## config.mk

```make
export PLATFORM = sky130hd
export DESIGN_NAME = escaped_frame_receiver_crc16
export DESIGN_NICKNAME = d
export VERILOG_FILES = /design/src/hw/rtl/efr_pkg.sv /design/src/hw/rtl/efr_cfg_regs.sv /design/src/hw/rtl/escaped_frame_receiver_crc16.sv
export SDC_FILE = /design/constraint.sdc
export NUM_CORES = 1
export LEC_CHECK = 0
export ABC_CLOCK_PERIOD_IN_PS = 4300
export CAP_MARGIN = 10
export CORE_ASPECT_RATIO = 1.5
export CORE_MARGIN = 2
export CORE_UTILIZATION = 63
export CTS_CLUSTER_SIZE = 20
export DETAILED_ROUTE_END_ITERATION = 6
export DONT_BUFFER_PORTS = 1
export PLACE_DENSITY = 0.86
export SLEW_MARGIN = 25
export SYNTH_ARGS = -nofsm -noshare
export SYNTH_HDL_FRONTEND = slang
export SYNTH_SLANG_ARGS = --single-unit
```

## constraint.sdc

```tcl
create_clock -name i_clk -period 4.3 [get_ports i_clk]
set_clock_uncertainty 0.05 [all_clocks]
set_input_delay 0.43 -clock i_clk [delete_from_list [all_inputs] [get_ports i_clk]]
set_output_delay 0.43 -clock i_clk [all_outputs]
set_load 0.01 [all_outputs]
```

## src/hw/rtl/efr_pkg.sv

```systemverilog
package efr_pkg;

    localparam int LEN_BITS = 8;
    localparam int LIM_W    = 16;
    localparam logic [LIM_W-1:0] LEN_CAP = LIM_W'((32'd1 << LEN_BITS) - 32'd1);
    localparam int CRC_BYTES = 2;
    localparam logic [15:0] CRC_INIT = 16'hFFFF;
    localparam logic [15:0] CRC_POLY = 16'h1021;

    localparam int CFG_IDX_W = 3;

    typedef enum logic [CFG_IDX_W-1:0] {
        CFG_START   = 3'd0,
        CFG_END     = 3'd1,
        CFG_ESCAPE  = 3'd2,
        CFG_MAX_LEN = 3'd3
    } t_cfg_idx;

    typedef enum logic [2:0] {
        ST_OK        = 3'd0,
        ST_CRC_ERR   = 3'd1,
        ST_SHORT     = 3'd2,
        ST_RESTARTED = 3'd3,
        ST_OVERFLOW  = 3'd4
    } t_status;

    typedef struct packed {
        logic [7:0] start_byte;
        logic [7:0] end_byte;
        logic [7:0] escape_byte;
        logic [7:0] max_frame_len;
    } t_cfg;

    function automatic logic [15:0] crc_update(input logic [15:0] crc, input logic [7:0] b);
        logic [15:0] c;
        c = crc ^ {b, 8'h00};
        for (int i = 0; i < 8; i++) begin
            if (c[15]) begin
                c = {c[14:0], 1'b0} ^ CRC_POLY;
            end else begin
                c = {c[14:0], 1'b0};
            end
        end
        return c;
    endfunction

endpackage

```

## src/hw/rtl/efr_cfg_regs.sv

```systemverilog
module efr_cfg_regs (
    input  logic                          i_clk,
    input  logic                          i_rst_n,
    input  logic                          i_cfg_valid,
    output logic                          o_cfg_ready,
    input  logic [efr_pkg::CFG_IDX_W-1:0] i_cfg_index,
    input  logic [7:0]                    i_cfg_data,
    output efr_pkg::t_cfg                 o_cfg
);
    import efr_pkg::*;

    t_cfg r_cfg;
    t_cfg n_cfg;

    assign o_cfg_ready = 1'b1;
    assign o_cfg       = r_cfg;

    always_comb begin
        n_cfg = r_cfg;
        if (i_cfg_valid) begin
            case (i_cfg_index)
                CFG_START:   n_cfg.start_byte    = i_cfg_data;
                CFG_END:     n_cfg.end_byte      = i_cfg_data;
                CFG_ESCAPE:  n_cfg.escape_byte   = i_cfg_data;
                CFG_MAX_LEN: n_cfg.max_frame_len = i_cfg_data;
                default:     n_cfg = r_cfg;
            endcase
        end
    end

    always_ff @(posedge i_clk) begin
        if (!i_rst_n) begin
            r_cfg.start_byte    <= 8'd253;
            r_cfg.end_byte      <= 8'd254;
            r_cfg.escape_byte   <= 8'd255;
            r_cfg.max_frame_len <= 8'd255;
        end else begin
            r_cfg <= n_cfg;
        end
    end

endmodule

```

## src/hw/rtl/escaped_frame_receiver_crc16.sv

```systemverilog
// Byte-stuffed frame receiver with CRC-16/CCITT-FALSE check.
// Input channel: i_in_valid / o_in_stall carry one raw link byte per request
// on i_in_byte. Output channel: o_out_valid / i_out_stall carry one result per
// request: a payload byte (o_is_end low) or an end-of-frame status with the
// payload length (o_is_end high). Config channel: i_cfg_valid / o_cfg_ready
// write register i_cfg_index (0 start, 1 end, 2 escape, 3 max length);
// ready is always high and writes take effect on the next cycle.
// A byte is taken into the input register, and its result then moves into the
// output register. One byte is accepted per cycle while o_in_stall is low;
// each byte is decoded, and the payload byte it releases is folded into the
// CRC, by one byte-parallel step between the input and output registers.
// Payload bytes leave two bytes late, since the last two bytes of a frame are
// held back as its CRC.
// Reset (synchronous, active low) empties both registers, leaves the receiver
// outside a frame and loads the marker registers with 253, 254, 255 and the
// length limit with 255. While i_out_stall holds a result, one more byte is
// taken into the input register; further bytes are then stalled, except
// that bytes causing no result keep flowing.
module escaped_frame_receiver_crc16 (
    input  logic       i_clk,
    input  logic       i_rst_n,
    input  logic       i_in_valid,
    output logic       o_in_stall,
    input  logic [7:0] i_in_byte,
    output logic       o_out_valid,
    input  logic       i_out_stall,
    output logic       o_is_end,
    output logic [7:0] o_payload_byte,
    output logic [2:0] o_frame_status,
    output logic [7:0] o_frame_len,
    input  logic       i_cfg_valid,
    output logic       o_cfg_ready,
    input  logic [2:0] i_cfg_index,
    input  logic [7:0] i_cfg_data
);
    import efr_pkg::*;

    t_cfg cfg;

    efr_cfg_regs u_cfg (
        .i_clk       (i_clk),
        .i_rst_n     (i_rst_n),
        .i_cfg_valid (i_cfg_valid),
        .o_cfg_ready (o_cfg_ready),
        .i_cfg_index (i_cfg_index),
        .i_cfg_data  (i_cfg_data),
        .o_cfg       (cfg)
    );

    // input register
    logic       r_in_valid;
    logic [7:0] r_in_byte;

    // frame state
    logic                r_in_frame, n_in_frame;
    logic                r_escaped, n_escaped;
    logic                r_overflowed, n_overflowed;
    logic [7:0]          r_held0, n_held0;
    logic [7:0]          r_held1, n_held1;
    logic [1:0]          r_held_count, n_held_count;
    logic [15:0]         r_crc, n_crc;
    logic [LEN_BITS-1:0] r_byte_count, n_byte_count;

    // output register
    logic       r_out_valid;
    logic       r_is_end, n_is_end;
    logic [7:0] r_payload, n_payload;
    t_status    r_status, n_status;
    logic [7:0] r_len, n_len;

    logic             produce;
    logic             advance;
    logic             out_room;
    logic             in_take;
    logic             is_start, is_endb, is_esc;
    logic [LIM_W-1:0] limit;
    logic             at_limit;
    logic [7:0]       cur_len;

    assign is_start = (r_in_byte == cfg.start_byte);
    assign is_endb  = (r_in_byte == cfg.end_byte);
    assign is_esc   = (r_in_byte == cfg.escape_byte);

    always_comb begin
        limit = LIM_W'(cfg.max_frame_len);
        if (limit < LIM_W'(CRC_BYTES)) begin
            limit = LIM_W'(CRC_BYTES);
        end
        if (limit > LEN_CAP) begin
            limit = LEN_CAP;
        end
    end

    assign at_limit = (LIM_W'(r_byte_count) >= limit);
    assign cur_len  = (LIM_W'(r_byte_count) >= LIM_W'(CRC_BYTES))
                    ? 8'(r_byte_count - LEN_BITS'(CRC_BYTES)) : 8'd0;

    // decode, crc and delay line
    always_comb begin
        logic take;
        n_in_frame   = r_in_frame;
        n_escaped    = r_escaped;
        n_overflowed = r_overflowed;
        n_held0      = r_held0;
        n_held1      = r_held1;
        n_held_count = r_held_count;
        n_crc        = r_crc;
        n_byte_count = r_byte_count;
        produce      = 1'b0;
        n_is_end     = 1'b0;
        n_payload    = 8'd0;
        n_status     = ST_OK;
        n_len        = 8'd0;
        take         = 1'b0;

        if (r_in_frame && r_escaped) begin
            n_escaped = 1'b0;
            take      = is_start || is_endb || is_esc;
        end else if (is_start) begin
            if (r_in_frame) begin
                produce  = 1'b1;
                n_is_end = 1'b1;
                n_status = ST_RESTARTED;
                n_len    = cur_len;
            end
            n_in_frame   = 1'b1;
            n_escaped    = 1'b0;
            n_overflowed = 1'b0;
            n_held0      = 8'd0;
            n_held1      = 8'd0;
            n_held_count = 2'd0;
            n_crc        = CRC_INIT;
            n_byte_count = '0;
        end else if (!r_in_frame) begin
            take = 1'b0;
        end else if (is_endb) begin
            n_in_frame = 1'b0;
            produce    = 1'b1;
            n_is_end   = 1'b1;
            n_len      = cur_len;
            if (r_overflowed) begin
                n_status = ST_OVERFLOW;
            end else if (LIM_W'(r_byte_count) < LIM_W'(CRC_BYTES)) begin
                n_status = ST_SHORT;
            end else if ({r_held0, r_held1} == r_crc) begin
                n_status = ST_OK;
            end else begin
                n_status = ST_CRC_ERR;
            end
        end else if (is_esc) begin
            n_escaped = 1'b1;
        end else begin
            take = 1'b1;
        end

        if (take) begin
            if (at_limit) begin
                n_overflowed = 1'b1;
            end else begin
                n_byte_count = r_byte_count + LEN_BITS'(1);
                if (r_held_count < 2'd2) begin
                    if (r_held_count[0]) begin
                        n_held1 = r_in_byte;
                    end else begin
                        n_held0 = r_in_byte;
                    end
                    n_held_count = r_held_count + 2'd1;
                end else begin
                    produce   = 1'b1;
                    n_payload = r_held0;
                    n_crc     = crc_update(r_crc, r_held0);
                    n_held0   = r_held1;
                    n_held1   = r_in_byte;
                end
            end
        end
    end

    assign out_room   = !r_out_valid || !i_out_stall;
    assign advance    = r_in_valid && (!produce || out_room);
    assign o_in_stall = r_in_valid && !advance;
    assign in_take    = i_in_valid && !o_in_stall;

    always_ff @(posedge i_clk) begin
        if (!i_rst_n) begin
            r_in_valid <= 1'b0;
        end else if (in_take) begin
            r_in_valid <= 1'b1;
        end else if (advance) begin
            r_in_valid <= 1'b0;
        end
    end

    always_ff @(posedge i_clk) begin
        if (in_take) begin
            r_in_byte <= i_in_byte;
        end
    end

    always_ff @(posedge i_clk) begin
        if (!i_rst_n) begin
            r_in_frame   <= 1'b0;
            r_escaped    <= 1'b0;
            r_overflowed <= 1'b0;
            r_held0      <= 8'd0;
            r_held1      <= 8'd0;
            r_held_count <= 2'd0;
            r_crc        <= CRC_INIT;
            r_byte_count <= '0;
        end else if (advance) begin
            r_in_frame   <= n_in_frame;
            r_escaped    <= n_escaped;
            r_overflowed <= n_overflowed;
            r_held0      <= n_held0;
            r_held1      <= n_held1;
            r_held_count <= n_held_count;
            r_crc        <= n_crc;
            r_byte_count <= n_byte_count;
        end
    end

    always_ff @(posedge i_clk) begin
        if (!i_rst_n) begin
            r_out_valid <= 1'b0;
        end else if (advance && produce) begin
            r_out_valid <= 1'b1;
        end else if (!i_out_stall) begin
            r_out_valid <= 1'b0;
        end
    end

    always_ff @(posedge i_clk) begin
        if (advance && produce) begin
            r_is_end  <= n_is_end;
            r_payload <= n_payload;
            r_status  <= n_status;
            r_len     <= n_len;
        end
    end

    assign o_out_valid    = r_out_valid;
    assign o_is_end       = r_is_end;
    assign o_payload_byte = r_payload;
    assign o_frame_status = r_status;
    assign o_frame_len    = r_len;

endmodule

```

* Word-level counts from Yosys, hierarchy flattened
Cells that the tools add are included.
** Operators by class
- Add/sub/neg operators :: 3
- Multipliers :: 0
- Div/mod/pow operators :: 0
- Order comparisons :: 6
- Eq/ne operators :: 9
- Shift-type cells :: 0
- Multiplexer cells :: 98
- Bitwise logic cells :: 11
- Reductions and logical operators :: 25
** Operators with widths (count)
- $mux 16 :: 27
- $mux 8 :: 22
- $mux 13 :: 8
- $mux 1 :: 30
- $eq 8x8->1 :: 3
- $not 3->3 :: 8
- $eq 16x16->1 :: 1
- $ge 8x16->1 :: 1
- $gt 16x8->1 const B :: 1
- $lt 8x2->1 const B :: 2
- $xor 16x16->16 :: 1
- $mux 2 :: 7
- $mux 3 :: 4
- $reduce_and 2->1 :: 5
- $add 8x1->8 const B :: 1
- $ge 8x2->1 const B :: 1
- $sub 8x2->8 const B :: 1
- $eq 3x2->1 const B :: 2
- $reduce_bool 3->1 :: 2
- $logic_and 1x1->1 :: 5
- $logic_not 1->1 :: 5
- $logic_or 1x1->1 :: 4
- $reduce_and 4->1 :: 1
- $eq 3x1->1 const B :: 1
- other kinds (8) :: 9
** Word-level totals
- Bits in registers :: 107
- Bits in latches :: 0
- Bits in writable memories :: 0
- Bits in read-only memories :: 0
- Bits of input ports :: 24
- Output and inout bits :: 23
- Logic and storage cells :: 171
- Memories kept :: 0

* Depth between registers and ports, before layout
Gate-level depths: netlist (run 1).
- Depth after elaboration :: 42
- Gate-level depth with buffers :: 12
- Mapped depth without buffers :: 11

* By module
From an unflattened synthesis (run 1), not the netlist that was laid out.
** Second synthesis, totals
- Cell total of the unflattened synthesis :: 542
- Area, all modules :: 5515.3 sq um
** Modules (own cells, without submodules)
- escaped_frame_receiver_crc16 :: times used 1, cells each 419, area an instance 4177.8 sq um, sequential area each 1781.7 sq um
- efr_cfg_regs :: times used 1, cells each 123, area an instance 1337.5 sq um, sequential area each 640.6 sq um

* Worst setup path before layout (run 1)
OpenSTA, ideal clock, no wires.
- Path kind :: register to register
- Start :: register u_cfg.r_cfg, in the netlist u_cfg.o_cfg[3]
- End :: register r_len[0], in the netlist o_frame_len[0], enable pin
- Library setup time :: 0.379 ns
- Data arrival time :: 2.651 ns
- Required time :: 3.871 ns
- Slack :: 1.221 ns
- Stages on the path, launching flop included :: 11
- Path buffers :: 0
- Clock period less this slack :: 3.079 ns
- Path through :: dfxtp_1 -> nor2_1 -> nand3_1 -> o21a_1 -> ha_1 -> nor2b_1 -> o21ai_1 -> a31o_2 -> a311o_1 -> a21oi_1 -> o2111a_1
** Between the ends
- Longest elaborated chain between the ends :: 11
** RTL lines
- start, declared :: RTL line efr_cfg_regs.sv:12 : t_cfg r_cfg;
- start signal, assigned :: RTL line efr_cfg_regs.sv:38 : r_cfg <= n_cfg;
- $lt 8x2->1 :: RTL line escaped_frame_receiver_crc16.sv:86 : if (limit < LIM_W'(CRC_BYTES)) begin
- $mux 8 (*) :: RTL line escaped_frame_receiver_crc16.sv:86
- $gt 16x8->1 :: RTL line escaped_frame_receiver_crc16.sv:89 : if (limit > LEN_CAP) begin
- $mux 16 (*) :: RTL line escaped_frame_receiver_crc16.sv:89
- $ge 8x16->1 (*) :: RTL line escaped_frame_receiver_crc16.sv:94 : assign at_limit = (LIM_W'(r_byte_count) >= limit);
- $mux 1 (*) :: RTL line escaped_frame_receiver_crc16.sv:157 : if (at_limit) begin
- $mux 1 (*) :: RTL line escaped_frame_receiver_crc16.sv:156 : if (take) begin
- $logic_not 1->1 :: RTL line escaped_frame_receiver_crc16.sv:180 : assign advance = r_in_valid && (!produce || out_room);
- $logic_or 1x1->1 :: RTL line escaped_frame_receiver_crc16.sv:180
- $logic_and 1x1->1 :: RTL line escaped_frame_receiver_crc16.sv:180
- $logic_and 1x1->1 (*) :: RTL line escaped_frame_receiver_crc16.sv:233 : if (advance && produce) begin
- end signal, assigned :: RTL line escaped_frame_receiver_crc16.sv:237 : r_len <= n_len;
- end, declared :: RTL line escaped_frame_receiver_crc16.sv:69 : logic [7:0] r_len, n_len;
Every way passes the cells marked *; elsewhere a longest branch is shown, timed or not.
A chain may end at the register's enable or synchronous reset.

* Worst setup path after layout (run 1)
- Start :: register u_cfg.r_cfg, in the netlist u_cfg.o_cfg[5]
- End :: register r_payload[4], in the netlist o_payload_byte[4], enable pin
** Between the ends
- Longest elaborated chain between the ends :: 11
** RTL lines
- $lt 8x2->1 :: RTL line escaped_frame_receiver_crc16.sv:86
- $mux 8 (*) :: RTL line escaped_frame_receiver_crc16.sv:86
- $gt 16x8->1 :: RTL line escaped_frame_receiver_crc16.sv:89
- $mux 16 (*) :: RTL line escaped_frame_receiver_crc16.sv:89
- $ge 8x16->1 (*) :: RTL line escaped_frame_receiver_crc16.sv:94
- $mux 1 (*) :: RTL line escaped_frame_receiver_crc16.sv:157
- $mux 1 (*) :: RTL line escaped_frame_receiver_crc16.sv:156
- $logic_not 1->1 :: RTL line escaped_frame_receiver_crc16.sv:180
- $logic_or 1x1->1 :: RTL line escaped_frame_receiver_crc16.sv:180
- $logic_and 1x1->1 :: RTL line escaped_frame_receiver_crc16.sv:180
- $logic_and 1x1->1 (*) :: RTL line escaped_frame_receiver_crc16.sv:233
- end signal, assigned :: RTL line escaped_frame_receiver_crc16.sv:235 : r_payload <= n_payload;
- end, declared :: RTL line escaped_frame_receiver_crc16.sv:67 : logic [7:0] r_payload, n_payload;
Marked as above.

==> results of run 1 <==
-- sequential cells by signal, summed over array words and instances, names as in the netlist, 2 cells and up --
register        flops
o_frame_len         8
o_frame_status      3
o_payload_byte      8
r_byte_count        8
r_crc              16
r_held0             8
r_held1             8
r_held_count        2
r_in_byte           8
u_cfg.o_cfg        32
-- through the flow --
| step | instances | setup slack [ps] | util [%] | total power, mW |
|---|---|---|---|---|
| global route | 665 | 525 | 69.2 | 1.98 |
| global placement | 648 | 964 | 65.6 | 1.16 |
| CTS | 664 | 838 | 69.1 | 1.93 |
| floorplan | 564 | 1220 | - | 1.15 |
| detailed placement | 648 | 853 | 65.6 | 1.16 |
| finish | 665 | 844 | 69.2 | 1.92 |
-- per-layer routing --
layer,up-vias,GRT usage [%],wire [um]
met2,184,48.9,6130
met4,0,15.8,512
met3,37,5.14,690
met1,1954,31.0,4490
li1,1969,-,-
met5,-,0,0
-- report_power, final --
part | leakage, nW | internal, mW | total (mW) | switching, mW
Clock | 0.135 | 0.428 | 0.773 | 0.344
Sequential | 0.952 | 1.05 | 1.07 | 0.0222
Combinational | 1.16 | 0.0297 | 0.0767 | 0.0470
-- cell families after synthesis --
group / share of synthesized area [%]
AOI/OAI and AO/OA: 13.8
xor gates and xnor gates: 10.4
adders and majority gates: 2.86
buffers and inverters: 5.22
DFF: 46.2
muxes: 0.668
other: 0.0715
and+or+nand+nor: 20.9
-- layout make-up --
cell class	count	area (um^2)
timing repair buffer	2	15.0
fill	624	2480
tap	105	131
clock buffer	13	262
sequential	107	2420
inverter	46	173
multi-input combinational	389	2550
clock inverter	3	21.3
-- how the worst min path moves through the flow --
stage                                  to
after floorplan            u_cfg.o_cfg[0]
after global placement    u_cfg.o_cfg[16]
after detailed placement     r_overflowed
after CTS                 u_cfg.o_cfg[31]
after global routing      u_cfg.o_cfg[15]
final                      u_cfg.o_cfg[8]
-- critical path: cells and delay by family, from the launching register on --
| kind | cells | cell delay, ps |
|---|---|---|
| adders and majority gates | 1 | 270 |
| DFF | 1 | 310 |
| AOI/OAI and AO/OA | 6 | 2100 |
| and+or+nand+nor | 3 | 350 |
-- synth_stat cells, drive strengths merged (4+ instances only) --
cell type	count
o21ai	6
xnor2	32
ha	12
nand3	35
nand4	13
nor4	8
nor2	26
clkbuf	13
o221ai	6
a21oi	6
a22oi	8
o22ai	18
xor2	30
nand2b	4
nor2b	5
and2	13
a32oi	16
edfxtp	28
nor3	10
buf	9
o211ai	8
nand2	94
inv	46
dfxtp	79
==> results.md, run 1 <==
Outcome:
- The run finished with clean final reports.

Critical path:
- The cell type of the slowest stage on the worst timing path is sky130_fd_sc_hd__o2111a_1.
- The setup path with the least slack is of type reg -> reg.
- The launch instance of the worst register-to-register path is u_cfg.o_cfg[5].
- The maximum cell stage delay along the critical path is roughly 800 ps.
- The data arrival at the endpoint of the critical path is approximately 3400 ps.
- The largest fanout of any net on the critical path is 21.
- The critical path ends at o_payload_byte[4].
- Walking the worst path, the cells encountered are nor2_1 > nand3_1 > o21a_1 > ha_1 > nor2b_1 > o21ai_1 > a31o_2 > a311o_1 > a21oi_1 > o2111a_1.
- The register-to-register setup slack is roughly 840 ps.
- The capturing point of the worst reg2reg path is o_payload_byte[4].
- STA classifies the critical path endpoint as a register.
- Counting cells, the worst reg-to-reg path comes to 10.
- The first element of the critical path is u_cfg.o_cfg[5].
- The worst setup path is launched from a register.
- The required time at the worst-slack endpoint is between 4000 and 5000 ps.

Synthesis:
- The cell area after synthesis is 5250 um^2.
- The count of warnings emitted by yosys is 0.
- Synthesis handed over a netlist of between 500 and 600 instances.
- The dominant register cell in the synthesized netlist is sky130_fd_sc_hd__dfxtp_1.
- The synthesized netlist net count is 600.
- The share of the synthesized area in the top cell type is a little under a third.
- The number of enable flip-flop cells after synthesis is 28.
- Dividing the synthesized area by the synthesized cell count gives 9.30 um^2.
- The sequential element share of the synthesized area is a little under half.
- The async set or reset register ratio after synthesis is 0%.
- The cell type with the largest total area after synthesis is sky130_fd_sc_hd__dfxtp_1.
- Synthesis instantiated 59 different standard cells from the library.
- The flip-flop and latch count after synthesis is between 100 and 150.
- In the post-synthesis netlist, the biggest area contributors are sky130_fd_sc_hd__dfxtp_1, sky130_fd_sc_hd__edfxtp_1, sky130_fd_sc_hd__nand2_1.

Placement:
- The routability congestion estimate is just over 0.9.
- The placed instance area is 5280 um^2.
- During placement, the flow inserted port buffers numbering 0.
- The sum of net half-perimeters after detailed placement is just under 9000 um.

CTS:
- In this run the deepest clock path goes through 2 buffers.
- In this run, post-CTS hold repair placed 0 buffers.
- The clock transition time at the flip-flop clock pins of the worst setup and hold paths is ~60 ps.
- Once the clock tree was built, the resizer swapped 0 gates to a different size.
- In this run, CTS created clock tree buffers numbering 9.
- The clock tree from TritonCTS is yes.
- Buffers added to address setup during post-CTS repair amount to 0.
- The clock sink count is about 110.
- The worst-skew pair later-pin latency is between 300 and 400 ps.
- CTS built an H-tree with a depth of 3.
- In this run the clock root is driven by a sky130_fd_sc_hd__clkbuf_16.

Die:
- The initial utilization of the core area, before any placement, comes to between 60% and 70%.
- After floorplanning, the core was sized to cover approximately 8100 um^2.
- The floorplan die area is 9090 um^2.
- The die boundary width is ~79 um.
- Measured along the y axis, the die boundary spans 116 um.
- The number of core rows is 40.
- The total I/O pin count is 47.

Routing:
- For this run, the detailed router's first-pass iteration total came to 5.
- The detailed-route via count is roughly 4100.
- After detailed routing, the total wire length is between 10000 and 15000 um.
- The final antenna-violating net count is 0.
- In the routed design, unresolved DRC markers number 0.
- The final routed wire length divided by cell count is between 15 and 20 um.
- In this run, the number of DRC markers left after iteration 0 of detailed routing was 297.
- The via-per-instance ratio is just over 6.

Layout:
- The fraction of layout instances using a drive strength above 1 is under 10%.
- The top cell types in the final layout, fill and taps aside, are sky130_fd_sc_hd__nand2_1, sky130_fd_sc_hd__dfxtp_1, sky130_fd_sc_hd__inv_1.
- The finished cells cover ~5600 um^2.
- The most frequent standard cell in the layout excluding fill and tap cells is sky130_fd_sc_hd__nand2_1.
- Compared with the post-synthesis result, the final layout area differs by 6.25%.
- The antenna diode instance count is 0.
- In the final design database the tool counted between 500 and 600 nets.

Global route:
- The total routing resource utilization after global routing is between 20% and 30%.
- Entering global routing, the biggest net connects 71 pins.
- The initial antenna violation count is 0.
- The number of global-route vias before repair is between 4000 and 5000.
- After global routing the overflow that remains totals 0.
- The first global-routing pass estimated around 19000 um of wire.

Power and ir drop:
- The total power per unit cell area is ~340 nW/um^2.
- IR analysis of the VDD net gives a maximum drop of roughly 0.00026 V.
- The leakage component of the power is roughly 2.2 nW.

Worst hold path:
- The instance count along the most critical hold path is 1.
- The launch instance of the worst min-delay path is i_rst_n.
- The type of the worst min-delay path is in -> reg.

Timing:
- Adding up every negative setup slack in the final design gives 0 ps.
- Setup repair after global routing left no endpoint under its margin.
- The number of max-slew violations in the final report came to 0.
- Across all hold checks on the routed design, the worst slack comes to approximately 110 ps.
- The worst path in the final design needs a cycle of 3460 ps, including I/O delays and setup.
- In this run the tightest slew margin relative to its limit is between 30% and 40%.
- The number of endpoints with negative hold slack in the final report is 0.
- Setup violations remaining at the end of the flow were counted as 0.
- The maximum achievable frequency is around 290 MHz.
- At the pin with the least slew margin, the transition time is 982 ps.
- The final worst-path cycle share is 80.4%.

Run:
- The count of max-cap constraint violations is 0.
Power figures use the tool's default switching activity.
==> run 2, diff against run 1 <==
Settings changed: ABC_CLOCK_PERIOD_IN_PS 4300 to 3100, CORE_UTILIZATION 63 to 57, PLACE_DENSITY 0.86 to 0.82.
Clock period 4.3 ns to 3.1 ns, I/O delays scaled along.
==> results.md, run 2 (synthesis results as in run 1) <==
Timing:
- The number of endpoints with negative hold slack in the final report came to 0 (unchanged).
- The number of max-slew violations in the final report is 0 (unchanged).
- The post-route minimum period was 2930 ps (-523 ps).
- Setup repair after global routing could not meet its margin everywhere.
- The normalized max-slew margin came to 42.7% (+8.5 points).
- The final worst-path cycle share is 94.6% (+14 points).
- The setup slack of the critical path after layout is 167 ps (-677 ps).
- The maximum achievable frequency was 341 MHz (+18%).
- The slew at the pin closest to its max-slew limit was 853 ps (-129 ps).
- The number of endpoints failing setup at the final stage is 0 (unchanged).

CTS:
- The tree is rooted in a sky130_fd_sc_hd__clkbuf_16.
- The clock transition time at the flip-flop clock pins of the worst setup and hold paths is 80 ps (+20 ps).
- The clock tree from TritonCTS is yes.
- The number of buffers inserted by post-CTS setup repair was 0 (unchanged).
- The clock sink count came to 107 (unchanged).
- The count of H-tree levels built during CTS is 3 (unchanged).
- The number of buffers on the longest clock path is 2 (unchanged).
- The CTS buffer count was 9 (unchanged).
- The worst-skew pair later-pin latency was 350 ps (about the same).

Power and ir drop:
- The portion of total power attributed to combinational logic is 4.3% (+0.3 points).
- The share of total power in sequential cells came to 53.3% (-2.4 points).
- The worst ir drop on vdd is 0.000426 V (+62%).
- The clock network power share was 42.5% (+2.2 points).
- The leakage component of the power came to 2.37 nW (+5.4%).
- The total power per unit cell area is 477 nW/um^2 (+39%).
- The net switching power of the design is 626 uW (+51%).
- The proportion of total power due to net switching is 22.5% (+0.98 points).
- The internal power contribution came to 2.15 mW (+43%).

Run:
- The count of max-cap constraint violations is 0 (unchanged).

Placement:
- The number of buffers inserted by port buffering is 0 (unchanged).
- The routability congestion estimate was 0.965 (+5.0%).
- The placed instance area is 5380 um^2 (+1.8%).
- The post-placement setup slack is 169 ps (-685 ps).
- The sum of net half-perimeters after detailed placement is 8630 um (-0.38%).
- The number of instances in the placed design is 663 (+2.3%).

Critical path:
- Among all stages on the critical path, the largest delay is contributed by sky130_fd_sc_hd__nand4_1.
- The required time at the worst-slack endpoint was 3330 ps (-890 ps).
- The instance count on the critical path is 11 (+1).
- The critical path endpoint category is a register.
- The combined buffer and inverter count along the critical path is 0 (unchanged).
- The start-to-end type of the worst setup path is reg -> reg.
- The maximum cell stage delay along the critical path came to 400 ps (-380 ps).
- The kind of cell with the highest combined delay on the critical path is compound AO/OA/AOI/OAI gates.
- The largest fanout of any net on the critical path is 8 (-62%).
- The worst setup path is launched from a register.
- The number of cells on the worst reg-to-reg path is 11 (+1).
- The data arrival at the endpoint of the critical path is 3160 ps (-220 ps).
- Traced cell by cell, the critical path runs through nor2_1 > nand3_1 > o21a_1 > ha_1 > nor2b_1 > o21ai_1 > a31o_2 > a311o_1 > a21oi_4 > nand4_1 > o22ai_1.

Layout:
- The antenna diode instance count was 0 (unchanged).
- The final-stage net count is 610 (+3.2%).
- The library cell used most frequently in the layout, excluding fill and tap cells, is sky130_fd_sc_hd__nand2_1.
- The fill cell instance count of the final layout was 714 (+14%).
- The filler-free cell count of the finished design is 689 (+3.6%).
- The library cells used most frequently in the layout, excluding fill and tap cells, are sky130_fd_sc_hd__nand2_1, sky130_fd_sc_hd__dfxtp_1, sky130_fd_sc_hd__inv_1.
- The design area is 5820 um^2 (+4.4%).
- The fraction of layout instances using a drive strength above 1 is 8.46% (+2.4 points).
- The flip-flop count of the largest register, all copies and words added is 32 (unchanged).
- The area added between synthesis and finish is 10.9%.
- The post-layout utilization of the core is 65.5% (-3.6 points).

Global route:
- The global-route wire length before repair is 19400 um (-0.14%).
- The leftover overflow at the end of global routing is 0 (unchanged).
- The number of global-route vias before repair is 4057 (+1.2%).
- The initial antenna violation count is 0 (unchanged).
- The total routing resource utilization after global routing is 25.4% (-2.2 points).
- The pin count of the biggest net entering global routing is 45 (-37%).

Routing:
- The number of iterations in the first detailed-routing pass is 5 (unchanged).
- The via-per-instance ratio came to 5.93 (-4.8%).
- The detailed-route via count was 4086 (-1.4%).
- The total wire length after detailed routing is 11700 um (-0.83%).
- The number of design rule violations left after detail routing is 0 (unchanged).
- The first-iteration detailed-routing DRC count was 325 (+9.4%).
- The final antenna-violating net count is 0 (unchanged).
- The final routed wire length divided by cell count is 17.0 um (-4.3%).

Die:
- The total I/O pin count came to 47 (unchanged).
- The number of core rows came to 42 (+5.0%).
- The initial cell density of the core is 59.1% (-6.0 points).
- The chip height is 121 um (+5.0%).
- The die boundary width was 82.3 um (+4.9%).
- The total core area is 8880 um^2 (+10%).
- The floorplan die area is 10000 um^2 (+10%).

Outcome:
- The run finished with clean final reports.

Worst hold path:
- The instance count along the most critical hold path came to 1 (unchanged).
- The path class of the tightest hold or removal check is in -> reg.
run 2: changes by cell type in the layout (fill, tap and decap cells not counted), sizes merged:
cell         delta
buf            +10
clkbuf          -2
clkinv          -1
clkinvlp        -1
dlygate4sd3    +10
inv             +3
run 2: final cells by class:
type                            instances  area, um^2  area share (%)
Inverter                               46         173            2.97
Clock inverter                          4        37.5           0.645
Clock buffer                           12         278            4.77
Timing Repair Buffer                   21         195            3.35
Sequential cell                       107        2420            41.6
Multi-Input combinational cell        389        2580            44.3
Tap cell                              110         138            2.37
run 2: layer usage:
layer	global-route usage, %	vias up	share of wire [%]
li1	-	1998	-
met2	43.4	143	52
met4	11.6	0	2.8
met3	5.43	25	4.6
met1	29.8	1920	41
met5	0	-	0
run 2: power by group through the flow:
stage	Clock, mW	Sequential, mW	Combinational, mW
floorplan	0	1.50	0.0987
global placement	0	1.51	0.0983
detailed placement	0	1.51	0.101
CTS	1.19	1.48	0.118
global route	1.24	1.48	0.133
finish	1.18	1.48	0.119
run 2: final timing paths:
| check | startpoint | end | slack (ps) |
|---|---|---|---|
| setup / recovery | u_cfg.o_cfg[5] | r_held1[2] | 170 |
| hold / removal | i_rst_n | u_cfg.o_cfg[6] | 10 |
| setup reg to reg | u_cfg.o_cfg[5] | r_held1[2] | 170 |
| hold reg to reg | u_cfg.o_cfg[0] | u_cfg.o_cfg[0] | 430 |
run 2: worst register-to-register path: stages, from the launching register on:
cell and delay (ps):
sky130_fd_sc_hd__dfxtp_1 310, sky130_fd_sc_hd__nor2_1 140, sky130_fd_sc_hd__nand3_1 90, sky130_fd_sc_hd__o21a_1 180, sky130_fd_sc_hd__ha_1 270, sky130_fd_sc_hd__nor2b_1 120, sky130_fd_sc_hd__o21ai_1 80, sky130_fd_sc_hd__a31o_2 290
sky130_fd_sc_hd__a311o_1 350, sky130_fd_sc_hd__a21oi_4 290, sky130_fd_sc_hd__nand4_1 400, sky130_fd_sc_hd__o22ai_1 290
run 2: repair_timing:
item | CTS | global route
hold buffers | 10 | 0
gates resized for setup | 0 | 5
endpoints found under the setup margin | 0 | 21
hold endpoints to repair | 31 | 0
run 2: through the flow:
step                      power [mW]  TNS, ps  hold WS (ps)
after CTS                       2.79        0         0.389
after global routing            2.85    -66.7          1.72
final                           2.78        0          13.3
after floorplan                 1.60        0           359
after global placement          1.61        0           347
after detailed placement        1.61        0           351
==> run 3, diff against run 2 <==
Settings changed: ABC_AREA from default to 1, CORE_UTILIZATION 57 to 58, PLACE_DENSITY 0.82 to 0.81.
==> results.md, run 3 <==
Critical path:
- The data arrival at the endpoint of the critical path is 2470 ps (-690 ps).
- The critical path goes through inv_2 > nand4_1 > nor4_2 > nor2_1 > ha_1 > inv_1 > nor2_1 > o21ai_1 > nand2_1 > nand2_1 > nand3_1 > inv_2 > nand3_2 > nand2_4 > nand3_4 > inv_4.
- The largest fanout of any net on the critical path is 4 (-4).
- The critical path endpoint category is an output port.
- The kind of start point of the critical path is a register.
- The start-to-end type of the worst setup path is reg -> out.
- The maximum cell stage delay along the critical path is 320 ps (-80 ps).
- The required time at the worst-slack endpoint is 2740 ps (-590 ps).
- On the critical path, the stage with the largest delay is an instance of sky130_fd_sc_hd__dfxtp_1.

Synthesis:
- The cell area after synthesis is 5890 um^2 (+12%).
- The most used flip-flop cell after synthesis is sky130_fd_sc_hd__dfxtp_1.
- The number of enable flip-flop cells after synthesis is 28 (unchanged).
- sky130_fd_sc_hd__nand2_1 is the most common cell in the netlist.
- The synthesized netlist net count is 838 (+40%).
- The flip-flop and latch count after synthesis is 107 (unchanged).
- The count of warnings emitted by yosys is 0 (unchanged).
- The biggest area contributor in the post-synthesis netlist is sky130_fd_sc_hd__dfxtp_1.
- The commonest cells after synthesis are sky130_fd_sc_hd__nand2_1, sky130_fd_sc_hd__inv_1, sky130_fd_sc_hd__dfxtp_1.
- The sequential element share of the synthesized area was 41.2% (-5.0 points).
- The unique cell type count in the Yosys netlist is 37 (-37%).
- The cell count after synthesis came to 802 (+42%).
- Sorting the synthesized cells by area gives the leading types as sky130_fd_sc_hd__dfxtp_1, sky130_fd_sc_hd__nand2_1, sky130_fd_sc_hd__edfxtp_1.
- The async set or reset register ratio after synthesis is 0% (unchanged).
- The share of the synthesized area in the top cell type is 26.9% (-3.3 points).
- The post-synthesis average cell area was 7.34 um^2 (-21%).

CTS:
- The number of buffers on the longest clock path is 2 (unchanged).
- The clock sink count is 107 (unchanged).
- The clock tree from TritonCTS is yes.
- The CTS buffer count is 9 (unchanged).
- The clock transition time at the flip-flop clock pins of the worst setup and hold paths was 60 ps (-20 ps).
- The root buffer selected by CTS is sky130_fd_sc_hd__clkbuf_16.
- The worst-skew pair later-pin latency came to 350 ps (about the same).
- The count of H-tree levels built during CTS is 3 (unchanged).

Routing:
- The final antenna-violating net count is 0 (unchanged).
- The first-iteration detailed-routing DRC count is 449 (+38%).
- The via-per-instance ratio is 5.74 (-3.1%).
- The total wire length after detailed routing is 14100 um (+21%).
- The final routed wire length divided by cell count came to 15.2 um (-10%).
- The number of design rule violations left after detail routing is 0 (unchanged).
- The detailed-route via count came to 5325 (+30%).
- The number of iterations in the first detailed-routing pass is 5 (unchanged).

Power and ir drop:
- The leakage component of the power is 2.88 nW (+21%).
- The worst ir drop on vdd was 0.000325 V (-24%).
- The total power consumption of the routed design came to 3.13 mW (+12%).
- The total power per unit cell area came to 483 nW/um^2 (+1.1%).

Timing:
- The worst hold margin is 9.29 ps (-3.97 ps).
- The final worst-path cycle share is 91.3% (-3.3 points).
- The slew at the pin closest to its max-slew limit came to 988 ps (+135 ps).
- The setup TNS is 0 ps (unchanged).
- Setup repair after global routing left no endpoint under its margin.
- The maximum achievable frequency came to 353 MHz (+3.7%).
- The number of max-slew violations in the final report is 0 (unchanged).
- The post-route minimum period is 2830 ps (-103 ps).
- The number of endpoints with negative hold slack in the final report is 0 (unchanged).
- The normalized max-slew margin is 33.6% (-9.1 points).
- The number of endpoints failing setup at the final stage is 0 (unchanged).

Placement:
- The number of buffers inserted by port buffering is 0 (unchanged).
- The sum of net half-perimeters after detailed placement was 9690 um (+12%).
- The routability congestion estimate was 0.893 (-7.4%).
- The placed instance area was 5950 um^2 (+11%).

Die:
- The number of core rows is 45 (+7.1%).
- The floorplan die area is 11000 um^2 (+9.8%).
- The chip height was 127 um (+4.8%).
- The total I/O pin count is 47 (unchanged).
- The total core area is 10000 um^2 (+13%).
- The initial cell density of the core is 58.7% (-0.33 points).
- The die boundary width is 86.3 um (+4.8%).

Layout:
- The post-layout utilization of the core was 64.6% (-0.92 points).
- The fraction of layout instances using a drive strength above 1 came to 8.64% (+0.18 points).
- The top cell types in the final layout, fill and taps aside, are sky130_fd_sc_hd__nand2_1, sky130_fd_sc_hd__dfxtp_1, sky130_fd_sc_hd__inv_1.
- The fill cell instance count of the final layout is 832 (+17%).
- The multi-input logic area is 3010 um^2 (+17%).
- The design area is 6470 um^2 (+11%).
- The footprint of the flip-flops and latches is 2420 um^2 (unchanged).
- Leaving out fill and tap cells, the most frequent cell in the layout is sky130_fd_sc_hd__nand2_1.
- The antenna diode instance count was 0 (unchanged).
- From synthesis to final layout, the design area changed by 10.0%.
- The flip-flop count of the largest register, all copies and words added is 32 (unchanged).
- The final-stage net count is 841 (+38%).

Global route:
- The total routing resource utilization after global routing is 26.0% (+0.52 points).
- The initial antenna violation count was 0 (unchanged).
- The pin count of the biggest net entering global routing is 39 (-13%).
- The global-route wire length before repair came to 22700 um (+17%).
- The leftover overflow at the end of global routing is 0 (unchanged).
- The number of global-route vias before repair is 5004 (+23%).

Worst hold path:
- The worst hold path belongs to the class in -> reg.

Run:
- The count of max-cap constraint violations is 0 (unchanged).

Outcome:
- The run finished with clean final reports.
[run 3: cell count changes in the layout (fill, tap and decap cells not counted), moves of 8 or more]
cell | previous run | this run
sky130_fd_sc_hd__a21oi_1 | 5 | 48
sky130_fd_sc_hd__inv_1 | 46 | 76
sky130_fd_sc_hd__nor2_1 | 26 | 58
sky130_fd_sc_hd__o22ai_1 | 17 | 1
sky130_fd_sc_hd__a22oi_1 | 8 | 0
sky130_fd_sc_hd__inv_2 | 0 | 10
sky130_fd_sc_hd__o21ai_0 | 2 | 52
sky130_fd_sc_hd__o211ai_1 | 8 | 16
sky130_fd_sc_hd__a32oi_1 | 16 | 0
sky130_fd_sc_hd__nand2_1 | 92 | 238
sky130_fd_sc_hd__xor2_1 | 30 | 22
sky130_fd_sc_hd__nand4_1 | 13 | 22
sky130_fd_sc_hd__and2_1 | 13 | 0
[run 3: cell type report]
| cell class | instances | area share, % |
|---|---|---|
| repair buffers | 22 | 3.13 |
| flip-flops and latches | 107 | 37.4 |
| clock buffers | 13 | 4.50 |
| inverters | 90 | 5.28 |
| multi-input cells | 575 | 46.4 |
| clock inverters | 3 | 1.00 |
| well taps | 117 | 2.26 |
[run 3: final timing paths]
check	start	end	slack, ps	cells after the start
max	u_cfg.o_cfg[6]	o_in_stall	270	16
min	i_in_byte[5]	r_in_byte[5]	9	0
max reg2reg	u_cfg.o_cfg[6]	o_is_end	300	19
min reg2reg	u_cfg.o_cfg[13]	u_cfg.o_cfg[13]	430	2
[run 3: stage by stage]
stage / setup slack [ps] / cells
3_5_place_dp: 258 / 898
5_1_grt: 25.1 / 927
4_1_cts: 6.51 / 921
2_1_floorplan: 97.7 / 802
6_report: 271 / 927
3_3_place_gp: 410 / 898
[run 3: critical path: cells and delay by family (launching register included)]
kind | cells | cell delay (ps)
AO/OA/AOI/OAI | 1 | 100
adder cells (fa/ha/maj) | 1 | 290
buffers and inverters | 4 | 340
flip-flops | 1 | 320
AND/OR/NAND/NOR | 10 | 1050
[run 3: kinds of logic (layout without fill, tap and decap cells)]
group,after synthesis,in the layout,share of synthesized area [%]
DFF,107,107,41.2
adders and majority gates,12,12,2.55
buffers and inverters,122,128,8.48
AOI/OAI and AO/OA,130,130,12.3
and+or+nand+nor,382,384,28.3
other,1,1,0.0637
xor gates and xnor gates,48,48,7.14
[run 3: per-layer routing]
metal | wire (um) | vias up | GRT usage, %
met1 | 5530 | 2455 | 29.5
met3 | 787 | 46 | 5.04
met4 | 505 | 0 | 12.9
met5 | 0 | - | 0
li1 | - | 2610 | -
met2 | 7310 | 214 | 45.9
[run 3: power breakdown]
group	switching [mW]	total [mW]	internal, mW
combinational	0.188	0.300	0.112
clock	0.489	1.31	0.821
sequential	0.0447	1.51	1.47
total	0.722	3.13	2.40
[run 3: repair_timing]
| action | CTS | global route |
|---|---|---|
| buffers inserted | 0 | 4 |
| resized for setup | 0 | 11 |
| setup endpoints to repair | 0 | 31 |
| endpoints found under the hold margin | 25 | 0 |
| hold buffers | 7 | 0 |
